[config.mk]
export PLATFORM = sky130hd
export DESIGN_NAME = ihtab_queue
export DESIGN_NICKNAME = d
export VERILOG_FILES = /design/src/hw/rtl/ihtab_queue.sv
export SDC_FILE = /design/constraint.sdc
export NUM_CORES = 1
export LEC_CHECK = 0
export BUFFER_PORTS_ARGS = -buffer_cell sky130_fd_sc_hd__buf_4
export CORE_MARGIN = 5
export CORE_UTILIZATION = 35
export CTS_BUF_LIST = sky130_fd_sc_hd__clkbuf_4
export CTS_CLUSTER_SIZE = 24
export DETAILED_ROUTE_END_ITERATION = 10
export PLACE_DENSITY_LB_ADDON = 0.1
export SETUP_SLACK_MARGIN = 0.15
export SLEW_MARGIN = 20
export SYNTH_ARGS = -nofsm -noshare
export SYNTH_HDL_FRONTEND = slang
export SYNTH_SLANG_ARGS = --single-unit
export TNS_END_PERCENT = 100
[constraint.sdc]
create_clock -name clock -period 2.9 [get_ports clock]
set_clock_uncertainty 0.05 [all_clocks]
set_input_delay 0 -clock clock [delete_from_list [all_inputs] [get_ports clock]]
set_output_delay 0 -clock clock [all_outputs]
set_load 0.005 [all_outputs]
[src/hw/rtl/ihtab_queue.sv]
// ----------------------------------------------------------------------------
// ihtab_queue: two-entry job queue
// Decouples the character front end from the probing back end.
// ----------------------------------------------------------------------------
module ihtab_queue #(
   parameter int WIDTH = 81
) (
   input  logic             clock,
   input  logic             reset,
   input  logic             push,
   input  logic [WIDTH-1:0] push_data,
   output logic             push_ready,
   output logic             pop_valid,
   output logic [WIDTH-1:0] pop_data,
   input  logic             pop
);

   logic [WIDTH-1:0] entry_ff [2];
   logic             wr_ptr_ff;
   logic             wr_ptr_in;
   logic             rd_ptr_ff;
   logic             rd_ptr_in;
   logic [1:0]       count_ff;
   logic [1:0]       count_in;
   logic             do_push;
   logic             do_pop;

   assign push_ready = (count_ff != 2'd2);
   assign pop_valid  = (count_ff != 2'd0);
   assign pop_data   = entry_ff[rd_ptr_ff];
   assign do_push    = push && push_ready;
   assign do_pop     = pop && pop_valid;

   always_comb begin
      wr_ptr_in = do_push ? ~wr_ptr_ff : wr_ptr_ff;
      rd_ptr_in = do_pop ? ~rd_ptr_ff : rd_ptr_ff;
      count_in  = count_ff;
      if (do_push && !do_pop) begin
         count_in = count_ff + 2'd1;
      end else if (do_pop && !do_push) begin
         count_in = count_ff - 2'd1;
      end
   end

   always_ff @(posedge clock) begin
      if (reset) begin
         wr_ptr_ff <= 1'b0;
         rd_ptr_ff <= 1'b0;
         count_ff  <= 2'd0;
      end else begin
         wr_ptr_ff <= wr_ptr_in;
         rd_ptr_ff <= rd_ptr_in;
         count_ff  <= count_in;
      end
   end

   always_ff @(posedge clock) begin
      if (do_push) begin
         entry_ff[wr_ptr_ff] <= push_data;
      end
   end

endmodule

## Word level (Yosys, flattened, before mapping)

Memories as Yosys holds them, arrays and structs flattened. A register that Yosys moved wholly into a read port is not among the register bits.
Cells that the tools add are included.

| word-level totals | value |
|---|---|
| flip-flop bits (word level) | 4 |
| RAM bits | 162 |
| memories kept | 1 |
| word-level logic and storage cells | 23 |
| output and inout bits | 83 |
| input bits | 85 |

Memories:

| name | depth | bits a word | read ports | clocked after Yosys merged registers in | write ports | line | source |
|---|---|---|---|---|---|---|---|
| entry_ff | 2 | 81 | 1 | 1 | 1 | 18 | `logic [WIDTH-1:0] entry_ff [2];` |

| operators by class | value |
|---|---|
| bitwise logic cells | 2 |
| multiplexer cells | 6 |
| $add $sub $neg | 2 |
| reduce and logical (&&, ||, !) cells | 8 |
| equal/unequal tests | 1 |

Operator list:

| kind | number |
|---|---|
| logical AND 1 bit | 4 |
| two-way mux 1 bit | 4 |
| two-way mux 2 bit | 2 |
| nonzero test 2 bit | 2 |
| adder 2 x 1 -> 2 bit (second input constant) | 1 |
| zero test 1 bit | 2 |
| inequality test 2 bit (second input constant) | 1 |
| NOT 1 bit | 2 |
| subtractor 2 x 1 -> 2 bit (second input constant) | 1 |

## Depth between registers and ports, before layout

| depth | value |
|---|---|
| depth in word-level cells | 6 |
| gate-level depth with buffers | 6 |
| mapped depth without buffers | 6 |

## Worst setup path after synthesis

Ideal clock, no wire load.

| timing path | value |
|---|---|
| path type | register to register |
| start | reg count_ff[0] |
| end | mem entry_ff[1][0] (enable) |
| stages on the path, launching flop included | 3 |
| arrival time | 2533 ps |
| clock period less this slack | 3031 ps |
| buffers on the path | 0 |
| library setup time | 449 ps |
| slack | -131 ps |
| required time | 2401 ps |
| cells stage by stage | dfxtp_1 > nand2b_1 > and3_1 |

| on the way | value |
|---|---|
| cells in the longest elaborated chain, start to end | 4 |

RTL lines:

| item | line | source |
|---|---|---|
| start: declaration | 23 | `logic [1:0] count_ff;` |
| start signal: assignment | 53 | `count_ff <= count_in;` |
| inequality test 2 bit | 28 | `assign push_ready = (count_ff != 2'd2);` |
| via push_ready | 12 | `output logic push_ready,` |
| logical AND 1 bit | 31 | `assign do_push = push && push_ready;` |
| two-way mux 1 bit | 58 | `if (do_push) begin` |
| two-way mux 1 bit (not written as such) | 59 | `entry_ff[wr_ptr_ff] <= push_data;` |
| end: declaration | 18 |  |

The timed path passes the listed nets, and every way through them passes these cells.

==> results.toml <==
[outcome]
status = "finished clean"

[detailed_routing]
detail_route.wirelength_um = 12200
first_iter_violations = 107
first_pass_iters = 4
vias = 3394
ant_nets = 0
via_per_inst = 4.35
drc = 0
wl_per_cell_um = 15.7

[placed_design]
place_hpwl_um = 7720
port_buffers = 167
gp_congestion = 0.767

[power_and_ir_drop]
leakage_nw = 3.27
power.total_mw = 6.32
ir_drop_uv = 395
power.density_nw_per_um2 = 718

[layout]
drive_gt1_frac = 0.516
diodes = 0
most-common-layout-cells = "169 x buf_4, 162 x edfxtp_1, 85 x dlygate4sd3_1"
finalNetCount = 629
final_common_cell = "buf_4"
fill_cells = 1493
area.growth.synth_to_final_pct = 45.0

[critical_path]
start_kind = "register"
crit_chain = "buf_12 > mux2_2 > buf_4"
critPathCaptureType = "primary output"
criticalPathCategory = "register to primary output"
cp.arrival_ps = 2130
cp.required_ps = 2850
path_max_fanout = 44
critPathSlowestCell = "dfxtp_4"
slowest_delay_ps = 720

[timing]
fmax_mhz = 459
setup_violations = 0
rsz0062_at_grt = "no"
fin_setup_tns_ps = 0
slew_headroom = 0.634
hold_viol = 0
fin_crit_ps = 2180
period_share = 0.751
worst_pin_slew_ps = 550
final_max_slew_viol_count = 0

[grt]
grt_max_degree = 45
track_usage = 0.125
first_global_vias = 3691
grt.overflow.total = 0
grt_pass1_wl_um = 18900
antenna_found_initial = 0

[yosys]
ys_warn_count = 0
synth_top_area_frac = 0.802
yosys_register_bits = 167
ys_seq_area_frac = 0.819
syn_inst = 276
synth_top_cell_by_area = "edfxtp_1"
avgSynthCellArea_um2 = 22.0
syn_nets = 362
synth.cell_area_um2 = 6060
ys_top_cells_by_area = "edfxtp_1 80%, mux2_2 15%, dfxtp_1 1.7%, buf_4 0.99%, xor2_1 0.43%"
synth_cell_types = 18

[clocking]
htreeDepth = 4
ctsLongestPathBuffers = 2
cts-root-buf = "clkbuf_4"
clk_pin_slew_ps = 140
cts-buffers-inserted = 17
cts_sinks = 167
clk_latency_ps = 520
cts_setup_buffers = 0
post_cts_resized = 0
cts_tree = "done"

[hold_path]
worst_hold_path_type = "input port to register"

[floorplan]
io_pins = 168
die_area_um2 = 20100
core_area_um2 = 17200
die_w_um = 142
core.rowCount = 48
start_util = 0.353
die_h_um = 142

[run]
max_cap_violations = 0
-- layer usage --
layer	routed length (um)	GRT usage
met5	0	0
met2	6160	0.210
met1	5020	0.148
met4	179	0.0475
met3	871	0.0421
-- registers in the layout, summed over array words and instances, names as in the netlist, named ones only --
| register | flops |
|---|---|
| count_ff | 2 |
| wr_ptr_ff | 1 |
| rd_ptr_ff | 1 |
| entry_ff | 162 |
-- kinds of logic after synthesis --
family / after synthesis / share of synthesized area
flip-flops: 167 / 0.819
multiplexers: 81 / 0.150
buffers and inverters: 10 / 0.0113
AND/OR/NAND/NOR: 9 / 0.00826
AO/OA/AOI/OAI: 5 / 0.00495
XOR/XNOR: 3 / 0.00433
adder cells (fa/ha/maj): 1 / 0.00206
-- final timing paths --
kind / start / end / slack [ps] / cells after the start
max: register / pop_data[4] / 720 / 3
min: push_data[55] / entry_ff[0][55]$_DFFE_PP_ / 130 / 2
max reg2reg: count_ff[0]$_SDFFE_PP0P_ / entry_ff[1][35]$_DFFE_PP_ / 1030 / 3
min reg2reg: count_ff[1]$_SDFFE_PP0P_ / count_ff[1]$_SDFFE_PP0P_ / 470 / 2
-- metrics by stage --
stage | area (um^2) | setup WS, ps | hold WS (ps) | std cells | utilization
2_1_floorplan | 6070 | 157 | 19.1 | 276 | -
4_1_cts | 8790 | 580 | 65.2 | 781 | 0.512
3_3_place_gp | 7620 | 1080 | 136 | 664 | 0.444
6_report | 8790 | 722 | 134 | 781 | 0.512
5_1_grt | 8790 | 515 | 66.8 | 781 | 0.512
3_5_place_dp | 7620 | 1030 | 138 | 664 | 0.444
-- layout make-up --
type | instances | area, um^2 | share of cell area
repair buffers | 257 | 2180 | 0.248
well taps | 225 | 282 | 0.0320
clock inverters | 13 | 179 | 0.0204
clock buffers | 19 | 143 | 0.0162
flip-flops and latches | 167 | 4970 | 0.565
inverters | 1 | 5.00 | 0.000569
multi-input cells | 99 | 1040 | 0.118
-- worst max-delay path: cells and delay by family, from the launching register on --
kind                   cells  cell delay [ps]
flip-flops                 1              720
buffers and inverters      2              470
multiplexers               1              380
-- cell usage after synthesis (all sizes together) --
library cell,number
edfxtp,162
mux2,81
buf,9
dfxtp,5
nor2,3
xor2,3
a21oi,2
o21ai,2
a21bo,1
and2,1
and3,1
ha,1
inv,1
nand2b,1
nand3b,1
or2,1
or3,1
-- power breakdown --
part	leakage, nW	internal [mW]	switching [mW]	total, mW
sequential	1.55	3.01	0.141	3.15
combinational	1.55	1.02	0.687	1.71
clock	0.170	0.701	0.755	1.46
-- timing repair --
item | in CTS | in global routing
endpoints found under the hold margin | 167 | 0
hold buffers | 85 | 0
setup endpoints to repair | 0 | 0
No activity file was read; power rests on OpenSTA's default activity.
