## config.mk

```make
export PLATFORM = sky130hd
export DESIGN_NAME = ihtab_front
export DESIGN_NICKNAME = d
export VERILOG_FILES = /design/src/hw/rtl/ihtab_pkg.sv /design/src/hw/rtl/ihtab_front.sv
export SDC_FILE = /design/constraint.sdc
export NUM_CORES = 1
export LEC_CHECK = 0
export BUFFER_PORTS_ARGS = -buffer_cell sky130_fd_sc_hd__buf_2
export CAP_MARGIN = 20
export CORE_MARGIN = 4
export CORE_UTILIZATION = 58
export CTS_CLUSTER_DIAMETER = 30
export DETAILED_ROUTE_END_ITERATION = 16
export PLACE_DENSITY = 0.85
export SLEW_MARGIN = 20
export SYNTH_ARGS = -nofsm -noshare
export SYNTH_HDL_FRONTEND = slang
export SYNTH_SLANG_ARGS = --single-unit
```

## constraint.sdc

```tcl
create_clock -name clock -period 6.85 [get_ports clock]
set_input_delay 0.685 -clock clock [delete_from_list [all_inputs] [get_ports clock]]
set_output_delay 0.685 -clock clock [all_outputs]
set_load 0.005 [all_outputs]
```

## src/hw/rtl/ihtab_pkg.sv

```systemverilog
// ----------------------------------------------------------------------------
// ihtab_pkg: shared types and constants of the identifier intern table
// Holds the fixed field widths, the status codes, the back-end state
// encoding and the result record passed to the output stage.
// ----------------------------------------------------------------------------
package ihtab_pkg;

   localparam int CHAR_W     = 8;
   localparam int NAME_CHARS = 8;
   localparam int NAME_W     = CHAR_W * NAME_CHARS;
   localparam int COUNT_W    = 4;
   localparam int SLOT_W     = 10;
   localparam int CHAR_BASE  = 97;

   typedef enum logic [1:0] {
      STATUS_FOUND    = 2'd0,
      STATUS_INSERTED = 2'd1,
      STATUS_FULL     = 2'd2,
      STATUS_TOO_LONG = 2'd3
   } status_type;

   typedef enum logic [1:0] {
      ST_CLEAR,
      ST_IDLE,
      ST_LOOK,
      ST_COMPARE
   } back_state_type;

   typedef struct packed {
      logic [SLOT_W-1:0] slot;
      status_type        status;
   } result_type;

endpackage

```

## src/hw/rtl/ihtab_front.sv

```systemverilog
// ----------------------------------------------------------------------------
// ihtab_front: character accumulator
// Packs characters into a name word, counts them and keeps the additive
// hash; on the final character it hands a complete job to the queue.
// ----------------------------------------------------------------------------
module ihtab_front #(
   parameter int TABLE_SIZE   = 1024,
   parameter int MAX_NAME_LEN = 8
) (
   input  logic                              clock,
   input  logic                              reset,
   input  logic                              accept,
   input  logic [ihtab_pkg::CHAR_W-1:0]      ch,
   input  logic                              last,
   output logic                              job_push,
   output logic [ihtab_pkg::NAME_W-1:0]      job_name,
   output logic [$clog2(TABLE_SIZE)-1:0]     job_hash,
   output logic                              job_too_long
);
   import ihtab_pkg::*;

   localparam int IDX_W = $clog2(TABLE_SIZE);

   logic [IDX_W-1:0]   delta_tab [256];
   logic [NAME_W-1:0]  name_ff;
   logic [NAME_W-1:0]  name_in;
   logic [NAME_W-1:0]  name_next;
   logic [COUNT_W-1:0] count_ff;
   logic [COUNT_W-1:0] count_in;
   logic [COUNT_W-1:0] count_next;
   logic [IDX_W-1:0]   hash_ff;
   logic [IDX_W-1:0]   hash_in;
   logic [IDX_W-1:0]   hash_next;
   logic [IDX_W:0]     hash_sum;

   // Per-character hash step (ch - 'a') reduced modulo the table size.
   for (genvar i = 0; i < 256; i++) begin : g_delta
      localparam int unsigned DELTA =
         ((i % TABLE_SIZE) + TABLE_SIZE - (CHAR_BASE % TABLE_SIZE)) % TABLE_SIZE;
      assign delta_tab[i] = DELTA[IDX_W-1:0];
   end

   always_comb begin
      name_next  = name_ff;
      count_next = count_ff;
      if (count_ff < COUNT_W'(MAX_NAME_LEN)) begin
         for (int k = 0; k < NAME_CHARS; k++) begin
            if (count_ff == COUNT_W'(k)) begin
               name_next[k*CHAR_W +: CHAR_W] = name_ff[k*CHAR_W +: CHAR_W] | ch;
            end
         end
         count_next = count_ff + COUNT_W'(1);
      end else begin
         count_next = COUNT_W'(MAX_NAME_LEN + 1);
      end

      hash_sum = {1'b0, hash_ff} + {1'b0, delta_tab[ch]};
      if (hash_sum >= (IDX_W+1)'(TABLE_SIZE)) begin
         hash_next = IDX_W'(hash_sum - (IDX_W+1)'(TABLE_SIZE));
      end else begin
         hash_next = hash_sum[IDX_W-1:0];
      end

      name_in  = name_ff;
      count_in = count_ff;
      hash_in  = hash_ff;
      if (accept) begin
         if (last) begin
            name_in  = '0;
            count_in = '0;
            hash_in  = '0;
         end else begin
            name_in  = name_next;
            count_in = count_next;
            hash_in  = hash_next;
         end
      end
   end

   assign job_push     = accept && last;
   assign job_name     = name_next;
   assign job_hash     = hash_next;
   assign job_too_long = (count_next > COUNT_W'(MAX_NAME_LEN));

   always_ff @(posedge clock) begin
      if (reset) begin
         name_ff  <= '0;
         count_ff <= '0;
         hash_ff  <= '0;
      end else begin
         name_ff  <= name_in;
         count_ff <= count_in;
         hash_ff  <= hash_in;
      end
   end

endmodule

```

# Word level (Yosys, flattened, before mapping)
# Memory sizes are Yosys's and may differ from the RTL's.
# Cells that the tools add are included.
# word_totals
regBits,78
rom_bits,2560
input_bits,12
output_inout_bits,76
n_memories,1
# classes
addsub,3
n_lt_le_gt_ge,4
eq_ne,7
mux,16
bitwise,9
n_reduce_logical,2
# memory_table
memory,depth,word_bits,read_ports,rd_clocked_by_memory_dff,write_ports,line_no,rtl
(no name shown),256,10,1,0,0,ihtab_front.sv:57,"hash_sum = {1'b0, hash_ff} + {1'b0, delta_tab[ch]};"
# op_table
op,n
two-way mux 64 bit,2
two-way mux 8 bit,8
OR 8 bit,8
two-way mux 10 bit,4
== test 4 x 3 -> 1 bit (second input constant),4
adder 10 x 10 -> 11 bit,1
greater-or-equal comparator 11 bit (second input constant),1
subtractor 10 x 1 -> 10 bit (second input constant),1
greater-or-equal comparator 9 bit (second input constant),1
NOT 8 -> 9 bit,1
== test 4 x 2 -> 1 bit (second input constant),2
two-way mux 4 bit,2
adder 4 x 1 -> 4 bit (second input constant),1
== test 4 x 1 -> 1 bit (second input constant),1
> comparator 4 bit (second input constant),1
logical NOT 4 bit,1
< comparator 4 bit (second input constant),1
logical AND 1 bit,1

# Longest topological paths before layout
# Gate-level depths: netlist (run 1).
# depth
word_depth,8
depth_mapped,13
mapped_depth_nobuf,13

# Least setup slack after synthesis (run 1)
# OpenSTA, ideal clock, no wires.
# synth_path
path_kind,input port to output port
from,in ch[0] (netlist name)
to,out job_hash[8]
arrival_ps,3001
slack_ps,3164
stages,12
n_path_buf,1
cell_sequence,clkbuf_1 > inv_1 > ha_1 > nor3_1 > a21oi_1 > ha_1 > fa_1 > a21o_1 > a21oi_2 > o21ai_1 > o31ai_2 > xnor2_1
# synth_between
elab_chain_len,7
word_cells_on_any_way,8
cone_classes,add/sub: 2; order compare: 1; mux: 3; bitwise: 1; memory: 1
# synth_lines
element,line_no,rtl
from (decl),ihtab_front.sv:13,"input logic [ihtab_pkg::CHAR_W-1:0] ch,"
NOT 8 -> 9 bit (implied by the code) *,ihtab_front.sv:57,
memory read (256 x 10 bit) *,--,
two-way mux 10 bit (implied by the code) * (2 in a row),ihtab_front.sv:57,
adder 10 x 10 -> 11 bit *,ihtab_front.sv:57,
subtractor 10 x 1 -> 10 bit / greater-or-equal comparator 11 bit (equally long branches),"ihtab_front.sv:59, ihtab_front.sv:58",
two-way mux 10 bit *,ihtab_front.sv:58,if (hash_sum >= (IDX_W+1)'(TABLE_SIZE)) begin
to (decl),ihtab_front.sv:17,"output logic [$clog2(TABLE_SIZE)-1:0] job_hash,"
# Every way passes the cells marked *; elsewhere a longest branch is shown, timed or not. The select of a mux whose other input is x is not followed.

# Final worst setup path (run 1)
# layout_path
from,in ch[1] (netlist name)
to,out job_hash[8]
# The elaborated chain is that of the path after synthesis.

==> summary.md, run 1 <==
| Metric | Value |
|---|---|
| Starting density of the core | `61.4%` |
| Core area | `6060 um2` |
| DP Area | `4090 um2` |
| Max_cap viols | `0` |
| Kind of critical path | `primary input to primary output` |
| Gr usage total | `27.4%` |
| Tmin final | `around 4000 ps` |
| Ys Warns | `0` |
| GPL Wtd Cong | `~0.89` |
| Detail Placement HPWL | `around 7000 um` |
| Number of diodes | `0` |
| Die area | `7760 um2` |
| FMAX | `roughly 0.25 GHz` |
| Initial DRC Count | `between 200 and 300` |
| Power Density | `218 nW/um2` |
| Area occupied by multi-input gates | `1970 um2` |
| FF+latch area | `1560 um2` |
| Setup fix buffers added after clock tree synthesis | `0` |
| Max Clock Skew | `7.20 ps` |
| Async set-or-reset flop fraction in the synthesized netlist | `0%` |
| Vias after detailed routing | `roughly 3500` |
| Worst hold start | `name_ff[9]` |
| Drt first pass iters | `5` |
| Drt total wl | `around 10000 um` |
| Die width | `88.1 um` |
| Post-synth top area cell | `dfxtp_1` |
| Synth Flop Type | `dfxtp_1` |
| CTS tree | `yes` |
| Clock Latency Late Sink | `350 ps` |
| Final core utilization | `70.5%` |
| CTS root buf | `clkbuf_8` |
| Via/cell ratio | `5.90` |
| Post-route cell area | `~4300 um2` |
| Final Setup Violations | `0` |
| Vias in the first global route | `approximately 3300` |
| CTS H-tree depth | `3` |
| Initial antenna violation count | `0` |
| HP Class | `register to register` |
| Leak Pwr | `2.43 nW` |
| Number of synthesized flops with an enable pin | `0` |
| Mapped cell area | `3720 um2` |
| Synth Register Bits | `78` |
| Yosys top cell area share | `42.0%` |
| CTS clock-pin slew for the worst setup and hold paths | `around 70 ps` |
| Crit share post-route | `58.4%` |
| FF-to-FF Start | `hash_ff[0]` |
| Nets | `between 500 and 600` |
| Clock Path Buffers | `2` |
| Layout cells sized above 1 | `between 20% and 30%` |
| Slew Viols, Final | `0` |
| Rows | `28` |
| Post-CTS Hold Fix Bufs | `0` |
| Synth unique cells | `38` |
| Syn Nets | `482` |
| Post-cts repair resize count | `0` |
| Filler cells | `between 400 and 500` |
| CP arrival | `3320 ps` |
| CP required | `6160 ps` |
| Register area share after synthesis | `a little over two fifths` |
| Overflow after GRT | `0` |
| CP Max Fanout | `11` |
| Pin count of the biggest net entering global routing | `66` |
| TritonCTS Sinks | `78` |
| Final ANT Viol Nets | `0` |
| I/O pin count | `88` |
| Setup TNS | `0 ps` |
| Synth area leaders | `dfxtp_1, a21o_1, a21oi_1` |
| Least-Margin Pin Slew | `705 ps` |
| FF-to-FF path depth | `8` |
| DR DRC count | `0` |
| Final Hold Viols | `0` |
| Vert. Die Dim | `88.1 um` |
| Avg Cell Area, Syn | `between 8 and 9 um2` |
| Cell count after synthesis | `453` |
| Slew margin rel. | `53.0%` |
| CP startpoint kind | `primary input` |
| Crit. Startpoint | `ch[1]` |
| Wirelength per Cell | `17.4 um` |
| Total Power | `roughly 0.00093 W` |
| RSZ-0062 raised after global routing | `false` |
| Outcome | `finished, final reports clean` |
| Area Overhead vs Synth | `14.9%` |
| First-pass GRT wire length | `around 16000 um` |
| Worst VDD drop | `0.171 mV` |
| Crit. End Element | `primary output` |
| Hold Crit Depth | `2` |
| TritonCTS buffer count | `9` |
| I/O Buffers | `just under 90` |
==> cell families after synthesis <==
family,after synthesis,share of synthesized area (%)
multiplexers,2,0.538
adder cells (fa/ha/maj),17,5.92
XOR/XNOR,9,2.12
AND/OR/NAND/NOR,129,15.8
flip-flops,78,42.0
AO/OA/AOI/OAI,167,28.5
buffers and inverters,51,5.14
==> worst max-delay path, cell delays in order <==
cell and delay (ps):
buf_2 260, inv_1 120, ha_1 270, nor3_1 210, a21oi_1 70, ha_1 230
fa_1 430, a21o_1 210, a21oi_2 160, o21ai_1 130, o31ai_2 230, xnor2_1 170
buf_2 150
==> Yosys cell counts, types with 2 or more instances <==
cell	number
nor2b_1	8
nand3_1	3
nor2_1	80
ha_1	16
a2bb2oi_1	2
a31oi_1	2
mux2i_1	2
and2_1	13
a21o_1	66
and3_1	4
nand2b_1	4
buf_1	10
a21oi_1	82
dfxtp_1	78
nor3_1	2
xnor2_1	8
clkbuf_1	32
o21ai_0	2
inv_1	9
a22o_1	4
nand2_1	9
==> sequential cells by signal (all words and copies together), names as in the netlist <==
signal    cells
hash_ff      10
name_ff      64
count_ff      4
==> power by group <==
part | switching, W | internal, W
combinational | 0.0000801 | 0.0000520
clock | 0.000167 | 0.000166
sequential | 0.00000563 | 0.000461
total | 0.000252 | 0.000679
==> layer usage <==
metal / share of wire, % / GRT usage (%) / up-vias
met5: 0 / 0 / -
met4: 3.3 / 9.20 / 0
met3: 8.1 / 8.00 / 37
met2: 45 / 41.2 / 154
met1: 44 / 37.8 / 1634
li1: - / - / 1645
==> path summary, 6_finish.rpt <==
check	end	slack, ps
max	job_hash[8]	2850
min	name_ff[9]	470
max reg2reg	hash_ff[8]	4720
min reg2reg	name_ff[9]	470
==> metrics by stage <==
stage	std cells	setup WS [ps]	hold slack (ps)
floorplan	453	3160	439
global placement	573	3000	448
detailed placement	573	2910	456
CTS	588	2890	474
global route	588	2740	492
finish	588	2850	473
==> layout by cell type (no fill, tap or decap), types with 3 or more instances in the layout <==
cell type / n
nor2_1: 80
nand2b_1: 4
nand2_1: 9
and3_1: 4
a21oi_1: 82
inv_1: 9
nor2b_1: 8
nand3_1: 3
clkbuf_8: 9
buf_2: 87
a21o_1: 66
xnor2_1: 8
ha_1: 16
dfxtp_1: 78
a22o_1: 4
and2_1: 13
==> layout make-up <==
type	instances	area share, %
inverter	9	0.790
multi-input combinational	324	46.1
sequential	78	36.5
tap	75	2.19
timing repair buffer	87	10.2
clock inverter	4	1.14
clock buffer	11	3.07
No activity file was read; power rests on OpenSTA's default activity.
==> run 2: changes to the inputs <==
CORE_UTILIZATION = 48   (was 58)
PLACE_DENSITY = 0.75   (was 0.85)
clock period = 3.4 ns   (was 6.85 ns; I/O delays follow)
==> summary.md, run 2 (synthesis gave the netlist of run 1 again) <==
| Metric | Value |
|---|---|
| TritonCTS buffer count | `9 (unchanged)` |
| Outcome | `finished, final reports clean` |
| Clk pwr share | `35.4% (-0.3 points)` |
| Pin count of the biggest net entering global routing | `26 (-61%)` |
| Drt first pass iters | `5 (unchanged)` |
| Via/cell ratio | `5.55 (-6.0%)` |
| Slowest CP cell | `fa_1` |
| Rows | `31 (+11%)` |
| Die area | `9220 um2 (+19%)` |
| Final Setup Violations | `0 (unchanged)` |
| GPL Wtd Cong | `0.804 (-10%)` |
| Layout cells sized above 1 | `23.0% (+2.2 points)` |
| Wirelength per Cell | `17.0 um (-2.6%)` |
| Hold Crit Depth | `2 (unchanged)` |
| Power Density | `430 nW/um2 (+97%)` |
| CTS H-tree depth | `3 (unchanged)` |
| Final Hold Viols | `0 (unchanged)` |
| Drt total wl | `10500 um (+2.7%)` |
| Initial DRC Count | `283 (+2.5%)` |
| Slew margin rel. | `57.0% (+4.0 points)` |
| Crit share post-route | `approximately 95%` |
| Min-Delay Endpoint | `count_ff[1]` |
| Vert. Die Dim | `96.0 um (+9.0%)` |
| Most frequent cells in the layout | `buf_2, a21oi_1, nor2_1` |
| Max_cap viols | `0 (unchanged)` |
| Post-CTS Hold Fix Bufs | `0 (unchanged)` |
| Die width | `96.0 um (+9.0%)` |
| Max FFs per register | `64 (unchanged)` |
| Psw | `0.000547 W (+120%)` |
| CTS clock-pin slew for the worst setup and hold paths | `80 ps (about the same)` |
| Max Clock Skew | `11.5 ps (+4.31 ps)` |
| First-pass GRT wire length | `16400 um (+0.67%)` |
| Area Overhead vs Synth | `17.9%` |
| Detail Placement HPWL | `7170 um (+2.4%)` |
| Max incr delay on CP | `400 ps (-30 ps)` |
| Worst VDD drop | `0.319 mV (+87%)` |
| Comb power frac | `14.7% (+0.5 points)` |
| Core area | `7410 um2 (+22%)` |
| Leak Pwr | `2.46 nW (+1.6%)` |
| Most used cell along the critical path | `buf_2` |
| P_int | `0.00134 W (+97%)` |
| CTS tree | `yes` |
| Sequential power share | `49.9% (-0.2 points)` |
| Most common cell after layout, fill and taps aside | `buf_2` |
| Setup slack, reg-to-reg | `1180 ps (-3540 ps)` |
| Overflow after GRT | `0 (unchanged)` |
| Largest regs | `name_ff: 64 flops, hash_ff: 10 flops, count_ff: 4 flops` |
| Clock Latency Late Sink | `350 ps (about the same)` |
| Kind of critical path | `primary input to primary output` |
| CP arrival | `2900 ps (-420 ps)` |
| Sw frac | `29.0% (+2.0 points)` |
| CTS root buf | `clkbuf_8` |
| I/O pin count | `88 (unchanged)` |
| Final ANT Viol Nets | `0 (unchanged)` |
| FF-to-FF path depth | `8 (unchanged)` |
| Initial antenna violation count | `0 (unchanged)` |
| Biggest register | `name_ff` |
| I/O Buffers | `87 (unchanged)` |
| FMAX | `0.308 GHz` |
| Worst hold start | `reset` |
| RSZ-0062 raised after global routing | `false` |
| Clock Path Buffers | `2 (unchanged)` |
| Critical path, cell by cell | `buf_2 -> nor3_4 -> nand2_1 -> nor3_2 -> a21oi_1 -> ha_1 -> fa_1 -> a21o_1 -> a21oi_2 -> o21ai_2 -> o31ai_2 -> xnor2_1 -> buf_2` |
| Starting density of the core | `50.2% (-11 points)` |
| Least-Margin Pin Slew | `645 ps (-60.1 ps)` |
| R2R Path End | `hash_ff[8]` |
| FF-to-FF Start | `hash_ff[0]` |
| Vias after detailed routing | `3438 (-0.92%)` |
| Number of diodes | `0 (unchanged)` |
| Hold slack | `290 ps (-183 ps)` |
| Nets | `545 (+1.3%)` |
| TritonCTS Sinks | `78 (unchanged)` |
| Crit. End Element | `primary output` |
| HP Class | `primary input to register` |
| Vias in the first global route | `3306 (+0.55%)` |
| DR DRC count | `0 (unchanged)` |
| Tmin final | `3240 ps` |
| CP required | `3060 ps (-3100 ps)` |
| Gr usage total | `23.5% (-3.9 points)` |
| CP Max Fanout | `12 (+1)` |
| Slew Viols, Final | `0 (unchanged)` |
| CP startpoint kind | `primary input` |
| Setup TNS | `0 ps (unchanged)` |
==> run 2: cell count changes in the layout (fill, tap and decap cells not counted), sizes merged <==
cell / change
bufinv: -1
buf: +6
clkinv: -3
clkinvlp: +2
inv: +4
==> run 2: cell type report <==
type	instances	area [um2]
clock buffers	10	138
clock inverters	6	52.6
fillers	687	3020
inverters	9	33.8
multi-input cells	324	1990
flip-flops and latches	78	1560
well taps	99	124
repair buffers	94	490
==> run 2: metrics by stage <==
stage / instance area [um2] / setup slack, ps / total power (W) / util [%] / std cells
floorplan: 3720 / 404 / 0.00114 / - / 453
global placement: 4170 / 271 / 0.00123 / 56.3 / 603
detailed placement: 4170 / 172 / 0.00123 / 56.3 / 603
CTS: 4360 / 152 / 0.00189 / 58.8 / 619
global route: 4390 / 14.1 / 0.00197 / 59.2 / 620
finish: 4390 / 158 / 0.00188 / 59.2 / 620
==> run 2: per-layer routing <==
layer  vias to the layer above  global-route usage, %  wire length [um]
li1                       1661                      -                 -
met1                      1629                   29.9              4540
met2                       131                   38.3              4950
met3                        17                   7.04               864
met4                         0                   7.23               166
met5                         -                      0                 0
==> run 2: power groups by stage <==
stage                     registers, W  logic [W]  clock network (W)
after floorplan               0.000958   0.000178                  0
after global placement        0.000960   0.000266                  0
after detailed placement      0.000961   0.000271                  0
after CTS                     0.000940   0.000273           0.000678
after global routing          0.000942   0.000304           0.000719
final                         0.000940   0.000278           0.000667
==> run 2: worst max-delay path: cells and delay by family <==
family,cells,cell delay [ps]
buffers and inverters,2,360
adder cells (fa/ha/maj),2,610
AO/OA/AOI/OAI,5,910
XOR/XNOR,1,190
AND/OR/NAND/NOR,3,500
==> run 2: worst max path at each step <==
stage | from | end | slack, ps | cells past startpoint
2_1_floorplan | ch[0] | job_hash[8] | 400 | 12
3_3_place_gp | ch[1] | job_hash[8] | 270 | 13
3_5_place_dp | ch[1] | job_hash[8] | 170 | 13
4_1_cts | ch[1] | job_hash[8] | 150 | 13
5_1_grt | ch[4] | job_hash[8] | 10 | 13
6_report | ch[4] | job_hash[8] | 160 | 13
==> run 2: repair_timing <==
item,4_1_cts,5_1_grt
endpoints found under the hold margin,0,0
buffers inserted,0,1
endpoints found under the setup margin,0,1
gates resized for setup,0,5
